### config.mk
export PLATFORM = sky130hd
export DESIGN_NAME = local_two_level_branch_predictor
export DESIGN_NICKNAME = d
export VERILOG_FILES = /design/src/rtl/ltbp_pkg.sv /design/src/rtl/ltbp_ctrl.sv /design/src/rtl/ltbp_dpath.sv /design/src/rtl/local_two_level_branch_predictor.sv
export SDC_FILE = /design/constraint.sdc
export NUM_CORES = 2
export LEC_CHECK = 0
export BUFFER_PORTS_ARGS = -buffer_cell sky130_fd_sc_hd__buf_2
export CAP_MARGIN = 25
export CORE_MARGIN = 2
export CORE_UTILIZATION = 57
export DETAILED_ROUTE_END_ITERATION = 10
export PLACE_DENSITY = 0.78
export SLEW_MARGIN = 10
export SYNTH_ARGS = -nofsm -noshare
export SYNTH_HDL_FRONTEND = slang
export SYNTH_HIERARCHICAL = 1
export SYNTH_SLANG_ARGS = --single-unit
### constraint.sdc
create_clock -name aclk -period 37.3 [get_ports aclk]
set_input_delay 1.865 -clock aclk [delete_from_list [all_inputs] [get_ports aclk]]
set_output_delay 1.865 -clock aclk [all_outputs]
set_load 0.1 [all_outputs]
### src/rtl/ltbp_pkg.sv
// shared types and constants for the local two-level branch predictor
package ltbp_pkg;

    localparam int ADDR_W     = 32;
    localparam int S_TDATA_W  = 40;
    localparam int M_TDATA_W  = 8;
    localparam int CTR_W      = 2;

    localparam logic [CTR_W-1:0] CTR_MIN = 2'd0;
    localparam logic [CTR_W-1:0] CTR_MAX = 2'd3;

    localparam logic KIND_PREDICT = 1'b0;
    localparam logic KIND_UPDATE  = 1'b1;

    typedef enum logic [1:0] {
        ST_CLEAR,
        ST_IDLE,
        ST_LOOKUP,
        ST_COMMIT
    } state_t;

    typedef struct packed {
        logic clear_step;
        logic capture;
        logic ctr_read;
        logic commit;
    } cmd_t;

    typedef struct packed {
        logic clear_last;
        logic is_update;
        logic out_stall;
    } status_t;

endpackage

### src/rtl/ltbp_ctrl.sv
// sequencer for clearing, lookup and commit of one transaction at a time
module ltbp_ctrl (
    input  logic              aclk,
    input  logic              aresetn,
    input  logic              s_tvalid,
    output logic              s_tready,
    input  ltbp_pkg::status_t status,
    output ltbp_pkg::cmd_t    cmd
);

    ltbp_pkg::state_t state_reg;
    ltbp_pkg::state_t state_next;

    always_ff @(posedge aclk) begin
        if (!aresetn) begin
            state_reg <= ltbp_pkg::ST_CLEAR;
        end else begin
            state_reg <= state_next;
        end
    end

    always_comb begin
        state_next     = state_reg;
        cmd            = '0;
        s_tready       = 1'b0;
        unique case (state_reg)
            ltbp_pkg::ST_CLEAR: begin
                cmd.clear_step = 1'b1;
                if (status.clear_last) begin
                    state_next = ltbp_pkg::ST_IDLE;
                end
            end
            ltbp_pkg::ST_IDLE: begin
                s_tready    = 1'b1;
                cmd.capture = s_tvalid;
                if (s_tvalid) begin
                    state_next = ltbp_pkg::ST_LOOKUP;
                end
            end
            ltbp_pkg::ST_LOOKUP: begin
                // history word is ready, fetch its counter
                cmd.ctr_read = 1'b1;
                state_next   = ltbp_pkg::ST_COMMIT;
            end
            ltbp_pkg::ST_COMMIT: begin
                // a prediction waits here until the output register is free
                if (status.is_update || !status.out_stall) begin
                    cmd.commit = 1'b1;
                    state_next = ltbp_pkg::ST_IDLE;
                end
            end
            default: begin
                state_next = ltbp_pkg::ST_CLEAR;
            end
        endcase
    end

    a_capture_to_lookup: assert property (@(posedge aclk) disable iff (!aresetn)
        cmd.capture |=> state_reg == ltbp_pkg::ST_LOOKUP)
        else $error("capture not followed by lookup");

    a_lookup_to_commit: assert property (@(posedge aclk) disable iff (!aresetn)
        state_reg == ltbp_pkg::ST_LOOKUP |=> state_reg == ltbp_pkg::ST_COMMIT)
        else $error("lookup not followed by commit");

    a_clear_done: assert property (@(posedge aclk) disable iff (!aresetn)
        cmd.clear_step && status.clear_last |=> state_reg == ltbp_pkg::ST_IDLE)
        else $error("clearing pass did not end in idle");

endmodule

### src/rtl/ltbp_dpath.sv
// history and counter memories, item registers and output register
module ltbp_dpath #(
    parameter int INDEX_BITS   = 6,
    parameter int HISTORY_BITS = 10
) (
    input  logic                           aclk,
    input  logic                           aresetn,
    input  ltbp_pkg::cmd_t                 cmd,
    output ltbp_pkg::status_t              status,
    input  logic [ltbp_pkg::S_TDATA_W-1:0] s_tdata,
    input  logic                           s_tuser,
    output logic                           m_tvalid,
    input  logic                           m_tready,
    output logic [ltbp_pkg::M_TDATA_W-1:0] m_tdata
);

    localparam int HIST_DEPTH = 1 << INDEX_BITS;
    localparam int CTR_DEPTH  = 1 << HISTORY_BITS;
    localparam int CLR_W      = (INDEX_BITS > HISTORY_BITS) ? INDEX_BITS : HISTORY_BITS;

    logic [HISTORY_BITS-1:0]    hist_mem [HIST_DEPTH];
    logic [ltbp_pkg::CTR_W-1:0] ctr_mem  [CTR_DEPTH];

    logic [CLR_W-1:0]           clr_addr_reg;
    logic                       kind_reg;
    logic [INDEX_BITS-1:0]      idx_reg;
    logic                       outcome_reg;
    logic [HISTORY_BITS-1:0]    hist_rd_reg;
    logic [ltbp_pkg::CTR_W-1:0] ctr_rd_reg;
    logic                       pred_reg;
    logic                       m_tvalid_reg;
    logic                       m_tvalid_next;

    logic [ltbp_pkg::CTR_W-1:0] ctr_next;
    logic [HISTORY_BITS-1:0]    hist_next;
    logic [HISTORY_BITS:0]      hist_wide;
    logic                       do_update;

    assign do_update = cmd.commit && (kind_reg == ltbp_pkg::KIND_UPDATE);

    // saturating step toward the outcome
    always_comb begin
        ctr_next = ctr_rd_reg;
        if (outcome_reg) begin
            if (ctr_rd_reg != ltbp_pkg::CTR_MAX) begin
                ctr_next = ctr_rd_reg + 2'd1;
            end
        end else begin
            if (ctr_rd_reg != ltbp_pkg::CTR_MIN) begin
                ctr_next = ctr_rd_reg - 2'd1;
            end
        end
    end

    assign hist_wide = {hist_rd_reg, outcome_reg};
    assign hist_next = hist_wide[HISTORY_BITS-1:0];

    always_ff @(posedge aclk) begin
        if (!aresetn) begin
            clr_addr_reg <= '0;
        end else if (cmd.clear_step) begin
            clr_addr_reg <= clr_addr_reg + CLR_W'(1);
        end
    end

    always_ff @(posedge aclk) begin
        if (cmd.capture) begin
            kind_reg    <= s_tuser;
            idx_reg     <= s_tdata[INDEX_BITS-1:0];
            outcome_reg <= s_tdata[ltbp_pkg::ADDR_W];
        end
    end

    // history memory: one read port, one write port
    always_ff @(posedge aclk) begin
        if (cmd.clear_step) begin
            hist_mem[clr_addr_reg[INDEX_BITS-1:0]] <= '0;
        end else if (do_update) begin
            hist_mem[idx_reg] <= hist_next;
        end
        if (cmd.capture) begin
            hist_rd_reg <= hist_mem[s_tdata[INDEX_BITS-1:0]];
        end
    end

    // counter memory, indexed by the history from before the shift
    always_ff @(posedge aclk) begin
        if (cmd.clear_step) begin
            ctr_mem[clr_addr_reg[HISTORY_BITS-1:0]] <= '0;
        end else if (do_update) begin
            ctr_mem[hist_rd_reg] <= ctr_next;
        end
        if (cmd.ctr_read) begin
            ctr_rd_reg <= ctr_mem[hist_rd_reg];
        end
    end

    always_comb begin
        m_tvalid_next = m_tvalid_reg && !m_tready;
        if (cmd.commit && (kind_reg == ltbp_pkg::KIND_PREDICT)) begin
            m_tvalid_next = 1'b1;
        end
    end

    always_ff @(posedge aclk) begin
        if (!aresetn) begin
            m_tvalid_reg <= 1'b0;
        end else begin
            m_tvalid_reg <= m_tvalid_next;
        end
    end

    always_ff @(posedge aclk) begin
        if (cmd.commit && (kind_reg == ltbp_pkg::KIND_PREDICT)) begin
            pred_reg <= ctr_rd_reg[ltbp_pkg::CTR_W-1];
        end
    end

    assign m_tvalid          = m_tvalid_reg;
    assign m_tdata           = {{(ltbp_pkg::M_TDATA_W-1){1'b0}}, pred_reg};
    assign status.clear_last = &clr_addr_reg;
    assign status.is_update  = kind_reg;
    assign status.out_stall  = m_tvalid_reg && !m_tready;

    a_no_overwrite: assert property (@(posedge aclk) disable iff (!aresetn)
        cmd.commit && (kind_reg == ltbp_pkg::KIND_PREDICT)
            |-> !(m_tvalid_reg && !m_tready))
        else $error("prediction committed over a pending result");

    a_result_shown: assert property (@(posedge aclk) disable iff (!aresetn)
        cmd.commit && (kind_reg == ltbp_pkg::KIND_PREDICT) |=> m_tvalid_reg)
        else $error("committed prediction not presented");

    a_clear_exclusive: assert property (@(posedge aclk) disable iff (!aresetn)
        cmd.clear_step |-> !cmd.capture && !cmd.commit)
        else $error("item activity during clearing pass");

endmodule

### src/rtl/local_two_level_branch_predictor.sv
// top level of the local two-level (PAg) branch predictor
//
// channel  dir  handshake            payload
// s_       in   s_tvalid / s_tready  s_tuser: kind; s_tdata: branch_address, outcome
// m_       out  m_tvalid / m_tready  m_tdata: predict_taken
//
// each transaction passes through these steps: accept with history read, counter read,
// then commit of the counter and history writes or the prediction.
// the two dependent memory reads set this order; no transaction overlaps another.
// after reset a clearing pass over max(2^INDEX_BITS, 2^HISTORY_BITS) addresses
// zeroes both memories; s_tready stays low meanwhile.
// a prediction waits in the commit step while the output register is held.
module local_two_level_branch_predictor #(
    parameter int INDEX_BITS   = 6,
    parameter int HISTORY_BITS = 10
) (
    input  logic                           aclk,
    input  logic                           aresetn,
    input  logic                           s_tvalid,
    output logic                           s_tready,
    // [31:0] branch_address, [32] outcome, [39:33] zero
    input  logic [ltbp_pkg::S_TDATA_W-1:0] s_tdata,
    // [0] kind
    input  logic                           s_tuser,
    output logic                           m_tvalid,
    input  logic                           m_tready,
    // [0] predict_taken, [7:1] zero
    output logic [ltbp_pkg::M_TDATA_W-1:0] m_tdata
);

    ltbp_pkg::cmd_t    cmd;
    ltbp_pkg::status_t status;

    ltbp_ctrl u_ctrl (
        .aclk     (aclk),
        .aresetn  (aresetn),
        .s_tvalid (s_tvalid),
        .s_tready (s_tready),
        .status   (status),
        .cmd      (cmd)
    );

    ltbp_dpath #(
        .INDEX_BITS   (INDEX_BITS),
        .HISTORY_BITS (HISTORY_BITS)
    ) u_dpath (
        .aclk     (aclk),
        .aresetn  (aresetn),
        .cmd      (cmd),
        .status   (status),
        .s_tdata  (s_tdata),
        .s_tuser  (s_tuser),
        .m_tvalid (m_tvalid),
        .m_tready (m_tready),
        .m_tdata  (m_tdata)
    );

endmodule

Word-level counts from Yosys, hierarchy flattened

Memory sizes are Yosys's and may differ from the RTL's. A register that Yosys moved wholly into a read port is not among the register bits.
Cells that the tools add are included.

Memories: 2
Bits in writable memories: 2,688
Logic and storage cells: 57
Bits in registers: 22
Output and inout bits: 10

Multiplexer cells: 25
Add/sub/neg operators: 3
Bitwise logic cells: 1
Reduce and logical (&&, ||, !) cells: 12
Eq/ne operators: 7

Memories:

| name             | words | bits a word | read ports | clocked after memory_dff | write ports | RTL line         | source |
|---|---|---|---|---|---|---|---|
| u_dpath.ctr_mem  | 1,024 | 2           | 1          | 1                        | 1           | ltbp_dpath.sv:22 | `logic [ltbp_pkg::CTR_W-1:0] ctr_mem [CTR_DEPTH];` |
| u_dpath.hist_mem | 64    | 10          | 1          | 1                        | 1           | ltbp_dpath.sv:21 | `logic [HISTORY_BITS-1:0] hist_mem [HIST_DEPTH];` |

Operators with widths:

| kind                                                  | number |
|---|---|
| two-way mux 10 bit                                    | 2 |
| two-way mux 1 bit                                     | 14 |
| two-way mux 2 bit                                     | 7 |
| adder 10 x 1 -> 10 bit, second input constant         | 1 |
| AND reduction 10 bit                                  | 1 |
| OR reduction 10 bit                                   | 1 |
| case mux 2 bit (4 select lines)                       | 1 |
| two-way mux 6 bit                                     | 1 |
| inequality test 2 bit, second input constant          | 3 |
| equality test 2 bit, second input constant            | 2 |
| logical AND 1 bit                                     | 3 |
| AND reduction 3 bit                                   | 1 |
| adder 2 x 1 -> 2 bit, second input constant           | 1 |
| equality test 2 x 1 -> 1 bit, second input constant   | 1 |
| logical NOT 1 bit                                     | 2 |
| logical NOT 2 bit                                     | 1 |
| inequality test 2 x 1 -> 1 bit, second input constant | 1 |
| nonzero test 2 bit                                    | 1 |
| OR reduction 2 bit                                    | 1 |
| subtractor 2 x 1 -> 2 bit, second input constant      | 1 |
| logical OR 1 bit                                      | 1 |
| inverter 1 bit                                        | 1 |

Longest topological paths before layout

Depth in word-level cells: 12
Gate-level depth with buffers: 14
Gate-level depth less buffers: 11

By module

Netlist, hierarchy kept.

Modules (own cells, without submodules):

| module     | cells an instance | seq. area each (µm²) | area an instance (µm²) | times used |
|---|---|---|---|---|
| ltbp_dpath | 5,992             | 81,568.2             | 110,061.8              | 1 |
| ltbp_ctrl  | 21                | 40.0                 | 186.4                  | 1 |

Least setup slack after synthesis

No wires, ideal clock.

Path type: input -> register
Start point: input port m_tready
End point: memory u_dpath/ctr_mem[0][0] in the netlist's numbering, data pin
Cell stages on the path: 10
Setup slack: 1,167 ps
Data arrival time: 30,446 ps
Required time: 31,613 ps
Cell sequence: nor2b_1 nor2b_1 nor2b_1 nand2_1 or2_2 clkbuf_1 buf_2 clkbuf_1 buf_1 a21oi_1

RTL lines:

| what        | RTL line                               | source |
|---|---|---|
| from (decl) | local_two_level_branch_predictor.sv:26 | `input logic m_tready,` |
| to (decl)   | ltbp_dpath.sv:22                       |  |

==> results by group <==
Min path
  – Hold-critical path depth: 0
  – HP Class: flip-flop to flip-flop
  – HP Start: u_dpath/ctr_rd_reg[1]
  – WHS Endpoint: u_dpath/pred_reg

Layout
  – Nets: 6082
  – Area Growth Syn to Fin: 10.02%
  – Layout cells sized above 1: 19.72%
  – Final core occ: 63.05%
  – Max FFs per register: 2048
  – Multi-input logic area: 0.02623 mm²
  – Top Registers: u_dpath/ctr_mem (2048), u_dpath/hist_mem (640)
  – Reg with most FFs: u_dpath/ctr_mem
  – Reg area: 0.08161 mm²
  – Fillers: 12156
  – Commonest non-fill, non-tap cells in the layout: edfxtp_1, nor2_1, mux4_2
  – Most common cell after layout, fill and taps aside: edfxtp_1

STA
  – Final period utilization: 17.13%
  – Worst-Margin Slew: 1.216 ns
  – Final setup TNS: 0 ns
  – Setup violators final: 0
  – Post-route setup slack: 30.91 ns
  – Unrepaired setup endpoints after global routing: false
  – Worst hold margin: 0.5227 ns
  – Max frequency: 0.1565 GHz
  – Hold Vio Cnt, Final: 0
  – Clk_skew: 0.09663 ns
  – Min cycle time layout: 6.390 ns
  – Slew margin rel.: 18.90%
  – Max-slew violations: 0

Synth
  – Sequential fraction of the synthesis area: 74.02%
  – Mapped cell area: 0.1102 mm²
  – Top FF cell, synth: edfxtp_1
  – Yosys warning total: 6
  – Synthesized area per cell: 18.33 µm²
  – Synth top area share: 73.79%
  – Asr flop ratio synth: 0%
  – Number of flops mapped to enable cells by yosys: 2709
  – Synth cell types: 77
  – Area leader, netlist: edfxtp_1
  – Top post-synthesis cells by area: edfxtp_1, mux4_2, nor2_1
  – Synthesized instance count: 6013
  – #FFs+latches synth: 2722

Run status
  – Status: completed

Run
  – Max cap viols: 0

Die
  – DIE WIDTH: 443.8 µm
  – Core area: 0.1924 mm²
  – Initial Utilization: 57.31%
  – Ports: 55
  – DIE AREA: 0.1970 mm²
  – Number of core rows: 161
  – Die Height: 443.8 µm

Routing
  – Via count: 60446
  – Starting DRT DRC Count: 10170
  – WL/cell: 33.16 µm
  – DRT Wirelength: 290000 µm
  – # DRC: 0
  – DRT Pass-1 Iters: 8
  – Antenna Nets Post-Route: 0
  – Detailed-route vias per instance: 6.911

Critical path
  – Setup crit start kind: input port
  – Reg2reg path depth: 12
  – Setup Crit Path Kind: input port to flip-flop
  – Critical Path AT: 6.91 ns
  – CP Capture Type: flip-flop
  – RR Endpoint: u_dpath/ctr_rd_reg[0]
  – R2r startpoint: u_dpath/hist_rd_reg[0]
  – CP max FO: 108
  – CP required: 37.82 ns
  – Reg2reg setup slack: 30.93 ns

Global route
  – Met3 Use GR: 7.716%
  – Vias in the first global route: 60612
  – All-layer global routing usage: 29.18%
  – Pin count of the biggest net entering global routing: 267
  – Busiest grt layer: met2
  – First-pass GRT wire length: 414100 µm
  – Routing usage on met1: 38.75%
  – Initial antenna violation count: 14
  – Congestion Overflow GR: 0
  – GR met2 Demand/Resource: 45.39%

CTS
  – Root Buffer: clkbuf_16
  – CTS tree: done
  – Clock latency on the worst-skew pair: 0.93 ns
  – CTS Hold Buffers Added: 0
  – Sink Count: 2722
  – Worst-path clk slew: 0.07 ns
  – Post-CTS Setup Bufs: 0
  – CTS Buf Count: 275
  – Clk buf depth: 4
  – Number of gates resized after CTS: 0
  – H-tree depth: 5

Power and ir drop
  – Peak supply drop: 69.40 µV
  – Power Total: 6.181 mW
  – Static Leak: 37.43 nW
  – Pwr per Cell Area: 50.95 mW/mm²

Placed design
  – I/O Buffers: 14
  – Pre-CTS WS: 30.16 ns
  – Placer Congestion: 0.8689
  – DP HPWL: 156100 µm
[per-layer routing]
metal  vias to the layer above  share of wire, %
li1                      23867                 -
met1                     30930                34
met2                      4730                47
met3                       903                14
met4                        16               5.3
met5                         -             0.038
[worst max path at each step]
stage,from,to,slack [ns],cells after the start
after floorplan,m_tready,u_dpath/ctr_mem[0][0],1.17,10
after global placement,m_tready,u_dpath/ctr_mem[758][1],30.26,12
after detailed placement,m_tready,u_dpath/ctr_mem[754][1],30.16,12
after CTS,u_dpath/hist_rd_reg[0],u_dpath/ctr_rd_reg[1],30.98,12
after global routing,u_dpath/hist_rd_reg[0],u_dpath/ctr_rd_reg[0],30.67,12
final,m_tready,u_dpath/ctr_mem[904][1],30.91,13
[kinds of logic (layout without fill, tap and decap cells)]
group	Yosys count	in the layout	share of synthesized area [%]
flip-flops	2722	2722	74.02
AND/OR/NAND/NOR	1488	1488	5.460
multiplexers	897	897	15.36
buffers and inverters	475	672	2.396
AO/OA/AOI/OAI	417	417	2.640
XOR/XNOR	7	7	0.05561
adder cells (fa/ha/maj)	6	6	0.06809
other	1	11	0.003401
[layout make-up]
cell class              count  share of cell area, %
clock buffers             349                  6.042
diodes                      4               0.008252
clock inverters           113                 0.7386
flip-flops and latches   2722                  67.28
repair buffers            197                  1.659
inverters                  13                0.04435
multi-input cells        2822                  21.62
well taps                2526                  2.606
[cell usage after synthesis (47+ instances only)]
cell,number
mux4_2,613
a21oi_1,96
buf_6,49
o221ai_1,77
buf_1,85
mux2i_1,264
edfxtp_1,2709
clkbuf_1,213
a22oi_1,81
buf_2,62
nor2_1,1136
nand2_1,171
nand3_1,47
[report_power, final]
group | internal, mW | total (mW) | switching, mW
sequential | 3.33 | 3.34 | 0.0109
clock | 1.48 | 2.60 | 1.12
combinational | 0.0673 | 0.238 | 0.171
total | 4.88 | 6.18 | 1.30
[through the flow]
| stage | instance area, µm² | cells |
|---|---|---|
| 4_1_cts | 120900 | 8717 |
| 5_1_grt | 121300 | 8743 |
| 2_1_floorplan | 110300 | 6019 |
| 3_3_place_gp | 112300 | 8229 |
| 6_report | 121300 | 8746 |
| 3_5_place_dp | 112700 | 8255 |
[critical path, cell delays in order]
cell and delay [ns]:
buf_2 0.08, nor2b_1 0.08, nor2b_1 0.16, nor2b_1 0.21, nand2_1 0.16, or2_2 0.29, buf_4 0.26, a21oi_4 0.20
buf_4 0.50, buf_16 0.30, buf_4 0.85, buf_4 0.76, buf_4 0.89
Note: power is estimated with default switching activity, not from simulation.
